**config.mk**
```make
export PLATFORM = sky130hd
export DESIGN_NAME = sxfd_cell
export DESIGN_NICKNAME = d
export VERILOG_FILES = /design/src/rtl/sxfd_pkg.sv /design/src/rtl/sxfd_cell.sv
export SDC_FILE = /design/constraint.sdc
export NUM_CORES = 1
export LEC_CHECK = 0
export ABC_AREA = 1
export BUFFER_PORTS_ARGS = -buffer_cell sky130_fd_sc_hd__buf_2
export CAP_MARGIN = 10
export CORE_AREA = 2 2 39 41
export DETAILED_ROUTE_END_ITERATION = 10
export DIE_AREA = 0 0 41 43
export PLACE_DENSITY = 0.59
export SYNTH_ARGS = -nofsm -noshare
export SYNTH_HDL_FRONTEND = slang
export SYNTH_SLANG_ARGS = --single-unit
```
**constraint.sdc**
```tcl
create_clock -name clk -period 0.9 [get_ports clk]
set_clock_uncertainty 0.05 [all_clocks]
set_input_delay 0.18 -clock clk [delete_from_list [all_inputs] [get_ports clk]]
set_output_delay 0.18 -clock clk [all_outputs]
set_load 0.02 [all_outputs]
```
**src/rtl/sxfd_pkg.sv**
```systemverilog
// sxfd_pkg: shared types and constants for the sync/xor frame deframer
// no dependencies; imported by the interfaces, the cells, the checker and the top level
package sxfd_pkg;

    // frame geometry and sync word
    localparam int unsigned FRAME_LEN = 16;
    localparam int unsigned CNT_W     = $clog2(FRAME_LEN);
    localparam logic [7:0]  SYNC_FIRST  = 8'hBB;
    localparam logic [7:0]  SYNC_SECOND = 8'h66;

    typedef logic [7:0] byte_t;

    // checker status handed to the top level
    typedef struct packed {
        logic             full;
        logic             sync_ok;
        logic             sum_ok;
        logic             frame_ok;
        logic [CNT_W-1:0] fill;
    } sxfd_chk_t;

endpackage

```
**src/rtl/sxfd_cell.sv**
```systemverilog
// sxfd_cell: one byte slot of the receive window, shifts toward the head
// depends on sxfd_pkg
module sxfd_cell
    import sxfd_pkg::*;
(
    input  logic  clk,
    input  logic  rst_n,
    input  logic  shift_en,
    input  byte_t d_in,
    output byte_t q
);

    byte_t q_reg;
    byte_t q_next;

    // take the neighbor's byte on every accepted request
    always_comb
    begin
        q_next = shift_en ? d_in : q_reg;
    end

    // cleared at reset so the running checksum starts consistent
    always_ff @(posedge clk or negedge rst_n)
    begin
        if (!rst_n)
        begin
            q_reg <= '0;
        end
        else
        begin
            q_reg <= q_next;
        end
    end

    assign q = q_reg;

endmodule

```
==> run metrics <==
status finished, violations left; failing checks setup timing; max reg flops 8; number of global-route vias before repair 250; Hold Crit Depth 3; Final TNS setup -0.804 ns; most frequent cells in the layout nand2_1, buf_2, buf_6, dfrtp_1, buf_4; initial DRC count 6; Period Utilization, post-route 114%; Detailed Routing Iterations Pass 1 4; Required @ worst endpoint 0.67 ns; VDD IR-drop max ~680 uV; Setup Crit Path Kind reg2out; synthesized area per cell 8.98 um2; R2R setup slack 0 ns; CTS sink cnt 8; Max Root-Sink Buffers 2; Tightest Pin Transition 0.185 ns; Fillers 142; clock period minus worst slack 1.02 ns; final worst slack -0.122 ns; Netlist cell types 4; CTS clk-pin slew, worst paths 0.05 ns; Seq. cell area 200 um2; sequential-to-total area share from yosys stat 65.6%; Nets 76; post-synth top area cell dfrtp_1; maxcap violations 0; dpl hpwl 495 um; Hold Vio Cnt, Final 0; total global-route track usage a little under a tenth; crit path cell chain buf_6; Synth top area share 65.6%; die area 1760 um2; buffers and inverters on the worst path 1; # IOs 19; Final Instance Count excl. Fillers between 70 and 80; placed cells 67; worst hold start d_in[3]; PortBufs 18; ANT cells 0; ANT nets after route 0; Multi-input gate area 90.1 um2; reg2reg start q[5]; layout cells sized above 1 47.6%; Root Driver clkbuf_4; worst hold path type in2reg; largest net degree at the start of global routing 10; ranking of synthesized cells by area dfrtp_1, nand2_1, buf_6; CP Data Arrival Time 0.79 ns; commonest non-fill, non-tap cell in the layout nand2_1; FP Rows 14; Slew Limit Fails 0; leakage power 0.317 nW; via count around 310; Max FO, Critical Path 2; drt drc 0; fmax roughly 980 MHz; Die W 41 um; highest-delay cell along the critical path dfrtp_1; CTS tree built; Hold EP q[3]; R2R cell count 4; unrepaired setup endpoints after global routing true; WL/cell roughly 10 um; Critical Path Source Type register; FF-to-FF End q[5]; Initial Util 22.1%; Die H 43 um; Post-Route WL 789 um; Vias per Instance 3.96; Area Overhead vs Synth 79.1%; Post-Place Worst Slack ~0.15 ns; Mapped Area slightly above 300 um2; clock latency on the worst-skew pair around 0.25 ns; htree depth 1; Synth Instances 34; Net Count, Synth 45; Finished Core Util 39.5%; GRT overflow 0; synth warn 0; Hold Slack 0.0781 ns; Crit path max-delay family flip-flops; gpl congestion slightly below 0.7; first-pass GRT wire length 1.11 mm; core area 1380 um2; initial antenna violation count 0; kind of end point of the critical path primary output; CP max stage delay approximately 0.40 ns; Final setup violation count 8; slew margin rel. 87.6%; Power Density 1680 nW/um2; flops & latches, synth 8; Num CTS Buffers 3
==> metal layers <==
metal	vias up	routed length [um]	GRT usage (%)
met5	-	0	0
met3	0	50	1.57
met4	0	0	6.00
met1	133	332	14.4
met2	18	406	12.2
li1	162	-	-
==> layout make-up <==
class	instances	share of cell area, %
Tap cell	16	3.66
Sequential cell	8	36.6
Clock buffer	3	4.12
Timing Repair Buffer	27	38.4
Multi-Input combinational cell	24	16.5
Inverter	1	0.686
==> stage by stage <==
step | area, um2 | power (mW)
final | 547 | 0.916
after global routing | 547 | 0.965
after CTS | 532 | 0.918
after detailed placement | 404 | 0.560
after global placement | 404 | 0.558
after floorplan | 305 | 0.494
==> cells by family after synthesis <==
logic type    after synthesis  share of synthesized area [%]
simple gates               24                           29.5
flops                       8                           65.6
buf+inv                     2                           4.92
==> how the worst max path moves through the flow <==
stage          from  endpoint  slack (ns)  depth (start not counted)
4_1_cts        q[7]      q[7]       -0.12                          1
2_1_floorplan  q[0]      q[0]        0.17                          2
6_report       q[4]      q[4]       -0.12                          1
3_3_place_gp   q[6]      q[6]        0.15                          1
5_1_grt        q[7]      q[7]       -0.14                          1
3_5_place_dp   q[6]      q[6]        0.15                          1
==> timing repair <==
| item | CTS | global route |
|---|---|---|
| setup endpoints to repair | 8 | 8 |
| buffers inserted | 6 | 2 |
| hold buffers | 1 | 0 |
| pin swaps | 0 | 0 |
| hold endpoints to repair | 8 | 0 |
| gates resized for setup | 16 | 0 |
==> power breakdown <==
group | leakage, nW | total, mW | switching [mW] | internal (mW)
Sequential | 0.0974 | 0.415 | 0.0229 | 0.392
Combinational | 0.205 | 0.232 | 0.104 | 0.128
Clock | 0.0138 | 0.269 | 0.116 | 0.152
==> synth_stat cells <==
master,n
nand2_1,24
dfrtp_1,8
buf_6,1
inv_2,1
Note: power is estimated with default switching activity, not from simulation.
