--- src/rtl/sxfd_pkg.sv ---
// sxfd_pkg: shared types and constants for the sync/xor frame deframer
// no dependencies; imported by the interfaces, the cells, the checker and the top level
package sxfd_pkg;

    // frame geometry and sync word
    localparam int unsigned FRAME_LEN = 16;
    localparam int unsigned CNT_W     = $clog2(FRAME_LEN);
    localparam logic [7:0]  SYNC_FIRST  = 8'hBB;
    localparam logic [7:0]  SYNC_SECOND = 8'h66;

    typedef logic [7:0] byte_t;

    // checker status handed to the top level
    typedef struct packed {
        logic             full;
        logic             sync_ok;
        logic             sum_ok;
        logic             frame_ok;
        logic [CNT_W-1:0] fill;
    } sxfd_chk_t;

endpackage

--- src/rtl/sxfd_check.sv ---
// sxfd_check: fill count, running xor of the window, sync and checksum tests
// depends on sxfd_pkg
module sxfd_check
    import sxfd_pkg::*;
(
    input  logic      clk,
    input  logic      rst_n,
    input  logic      accept,
    input  byte_t     rx_byte,
    input  byte_t     old_head,
    input  byte_t     head_next,
    input  byte_t     second_next,
    output sxfd_chk_t status
);

    localparam logic [CNT_W-1:0] LAST = CNT_W'(FRAME_LEN - 1);

    logic [CNT_W-1:0] fill_reg;
    logic [CNT_W-1:0] fill_next;
    byte_t            xor_reg;
    byte_t            xor_next;
    logic             full;
    logic             sync_ok;
    logic             sum_ok;
    logic             frame_ok;

    // tests on the window as it will be after this shift
    always_comb
    begin
        full     = (fill_reg == LAST);
        sync_ok  = (head_next == SYNC_FIRST) && (second_next == SYNC_SECOND);
        // xor of window bytes 0..14 = old cells 1..15 = running xor minus old head
        sum_ok   = ((xor_reg ^ old_head) == rx_byte);
        frame_ok = accept && full && sync_ok && sum_ok;
    end

    // next fill count and running xor of all cells
    always_comb
    begin
        fill_next = fill_reg;
        xor_next  = xor_reg;
        if (accept)
        begin
            xor_next = xor_reg ^ old_head ^ rx_byte;
            if (frame_ok)
            begin
                fill_next = '0;
            end
            else if (!full)
            begin
                fill_next = fill_reg + CNT_W'(1);
            end
        end
    end

    always_ff @(posedge clk or negedge rst_n)
    begin
        if (!rst_n)
        begin
            fill_reg <= '0;
            xor_reg  <= '0;
        end
        else
        begin
            fill_reg <= fill_next;
            xor_reg  <= xor_next;
        end
    end

    assign status = '{full: full, sync_ok: sync_ok, sum_ok: sum_ok,
                      frame_ok: frame_ok, fill: fill_reg};

endmodule

--- config.mk ---
export PLATFORM = sky130hd
export DESIGN_NAME = sxfd_check
export DESIGN_NICKNAME = d
export VERILOG_FILES = /design/src/rtl/sxfd_pkg.sv /design/src/rtl/sxfd_check.sv
export SDC_FILE = /design/constraint.sdc
export NUM_CORES = 1
export LEC_CHECK = 0
export BUFFER_PORTS_ARGS = -buffer_cell sky130_fd_sc_hd__buf_2
export CORE_MARGIN = 3
export CORE_UTILIZATION = 49
export DETAILED_ROUTE_END_ITERATION = 10
export PLACE_DENSITY = 0.81
export RECOVER_POWER = 50
export SLEW_MARGIN = 20
export SYNTH_ARGS = -nofsm -noshare
export SYNTH_HDL_FRONTEND = slang
export SYNTH_SLANG_ARGS = --single-unit
--- constraint.sdc ---
create_clock -name clk -period 4.69 [get_ports clk]
set_clock_uncertainty 0.2 [all_clocks]
set_input_delay 0.938 -clock clk [delete_from_list [all_inputs] [get_ports clk]]
set_output_delay 0.938 -clock clk [all_outputs]
set_load 0.02 [all_outputs]
==> results.tsv <==
stage	metric	value	unit
status	status	complete, no violations	
worst_setup_path	Worst path max stage delay	410	ps
worst_setup_path	WP data arrival	2170	ps
cells_and_area	Final Util	66.7	%
drt	Final ANT Viol Nets	0	
drt	final WL	1870	µm
yosys	synthesized cell area	940	µm²
yosys	number of synthesized flops with an enable pin	0	
drt	Routed WL per cell	13.0	µm
yosys	FFs w/ async S/R, synth	100	%
timing	final slew viol count	0	
timing	RSZ-0062 raised after global routing	no	
cells_and_area	area grow syn2layout	25.3	%
timing	Tmin final	3310	ps
yosys	Synth cell types	30	
floorplanning	Initial Util	53.3	%
global_routing	grt ovf	0	
yosys	yosys warns	0	
cells_and_area	Final Net Count	156	
drt	drt initial violations	4	
timing	Final Hold Vio Count	0	
job	Max-Cap Viols	0	
yosys	Mean Syn Cell Area	11.9	µm²
cells_and_area	Antenna Cells	0	
drt	Vias/cell	5.09	
worst_setup_path	crit-path leading delay family	simple AND/OR/NAND/NOR gates	
placed_design	placer congestion estimate	0.737	
yosys	top cell type's share of synthesized area	32.0	%
clock_network	Skew-Pair Late Insertion Delay	280	ps
clock_network	CTS sink count	12	
clock_network	CTS root buffer	clkbuf_4	
cells_and_area	area of the multi-input gates	594	µm²
worst_setup_path	Buf+Inv Stages, Crit Path	2	
clock_network	CTS tree	built	
floorplanning	Die W	49.8	µm
clock_network	CTS max path bufs	2	
cells_and_area	final-layout fill cell count	158	
yosys	mux cell area share after synthesis	2.26	%
worst_setup_path	Worst Setup End Kind	primary output	
cells_and_area	max reg flops	8	
clock_network	Post-CTS Resized	0	
yosys	FF+latch count, synth	12	
floorplanning	area of the die	2480	µm²
clock_network	Post-CTS Setup Bufs	0	
floorplanning	Die Ht	49.8	µm
timing	Least-Margin Pin Slew	652	ps
cells_and_area	share of cells above drive strength 1	46.2	%
yosys	largest cells by area after synthesis	dfrtp_1, xnor3_2, xnor3_1, xnor2_1, xor2_1	
pwr	Power Density	483	nW/µm²
yosys	area leader, netlist	dfrtp_1	
clock_network	CTS buffer count	3	
worst_setup_path	worst path cell trace	buf_2, xnor3_2, nand4_4, nor3_4, and3_1, buf_2	
worst_setup_path	Slowest-stage cell, CP	xnor3_2	
yosys	largest family of logic cells by synthesized area	XOR/XNOR gates	
worst_setup_path	CP startpoint kind	input port	
yosys	Synth Area in Compound Gates	4.66	%
timing	setup_tns	0	ps
yosys	Commonest cells post-synth	dfrtp_1, nand2_1, xnor2_1, xor2_1	
global_routing	total global-route track usage	17.6	%
global_routing	vias in the first global route	813	
worst_setup_path	Crit Path Category	input port to primary output	
yosys	XOR/XNOR Fraction of Synth Area	34.6	%
clock_network	Worst-path clk slew	80	ps
yosys	adder and majority gate portion of the synthesized area	1.33	%
worst_setup_path	critical path peak fanout	4	
floorplanning	core box area	1760	µm²
clock_network	H-Tree Depth	1	
pwr	Worst VDD drop	0.246	mV
timing	fin crit share	70.5	%
worst_setup_path	most frequent CP cell	buf_2	
worst_setup_path	Critical Path RT	3550	ps
drt	# DRC	0	
placed_design	Port Buffers	42	
yosys	Post-Synthesis Cells	79	
floorplanning	number of I/O pins	43	
global_routing	first-pass GRT wire length	3240	µm
cells_and_area	Seq. cell area	300	µm²
clock_network	cts-stage hold buffer count	0	
yosys	Most used DFF post-synth	dfrtp_1	
floorplanning	row cnt	15	
yosys	syn_nets	115	
placed_design	detailed placer's ending HPWL	1600	µm
min_path	Hold Path Class	register to register	
yosys	Simple-Gate Fraction of Synth Area	20.4	%
global_routing	largest net degree at the start of global routing	18	
yosys	most common cell in the netlist	dfrtp_1	
pwr	Pleak	0.648	nW
timing	Final Setup Violations	0	
global_routing	initial antenna violation count	0	
timing	Peak Freq	302	MHz
timing	relative max-transition margin	56.5	%
yosys	post-synthesis sequential area ratio	32.0	%
drt	TritonRoute pass-1 iters	3	
drt	vias after detailed routing	733	
-- metal layers --
layer  vias up  wire length (µm)  GRT usage (%)
li1        352                 -              -
met1       344               740           18.9
met2        32               966           31.3
met3         5               115           3.32
met4         0                52           11.1
met5         -                 0              0
-- cell usage in the layout (no fill, tap or decap), types with 2 or more instances in the layout --
cell type  netlist  final
a31oi_1          2      2
xor2_1           8      8
dfrtp_1         12     12
nand2_1         11     11
xnor3_1          4      4
o21ai_1          2      2
xnor3_2          4      4
clkbuf_4         0      3
buf_2            0     40
clkbuf_1         2      2
nand4_4          2      2
xnor2_1          8      8
and4b_1          2      2
-- worst paths after layout --
check,startpoint,endpoint,slack [ps],cells after the start
setup / recovery,old_head[1],status[4],1380,6
hold / removal,xor_reg[2],xor_reg[2],310,1
setup reg to reg,xor_reg[1],fill_reg[2],3010,4
hold reg to reg,xor_reg[2],xor_reg[2],310,1
max in group asynchronous,rst_n,fill_reg[3],3450,1
min in group asynchronous,rst_n,fill_reg[2],440,1
-- layout make-up --
type	instances	area share [%]
Multi-Input combinational cell	59	50.5
Sequential cell	12	25.5
Timing Repair Buffer	42	17.6
Clock buffer	4	3.08
Tap cell	25	2.66
Inverter	2	0.638
-- per-stage QoR --
stage	worst slack (ps)	hold WS (ps)	instances	instance area (µm²)	total power [mW]
final	1380	305	144	1180	0.569
after global routing	1330	317	144	1180	0.606
after CTS	1370	306	144	1180	0.574
after detailed placement	1390	291	140	1140	0.489
after global placement	1420	285	140	1140	0.477
after floorplan	1610	271	79	940	0.422
-- kinds of logic (layout without fill, tap and decap cells) --
family	after synthesis	count (layout)
AO/OA/AOI/OAI	7	7
multiplexers	2	2
XOR/XNOR	24	24
flip-flops	12	12
AND/OR/NAND/NOR	25	25
buffers and inverters	8	48
adder cells (fa/ha/maj)	1	1
-- where the power goes --
part / internal, mW / switching (mW)
Sequential: 0.155 / 0.0570
Combinational: 0.160 / 0.112
Clock: 0.0473 / 0.0376
Total: 0.362 / 0.207
Power figures use the tool's default switching activity.
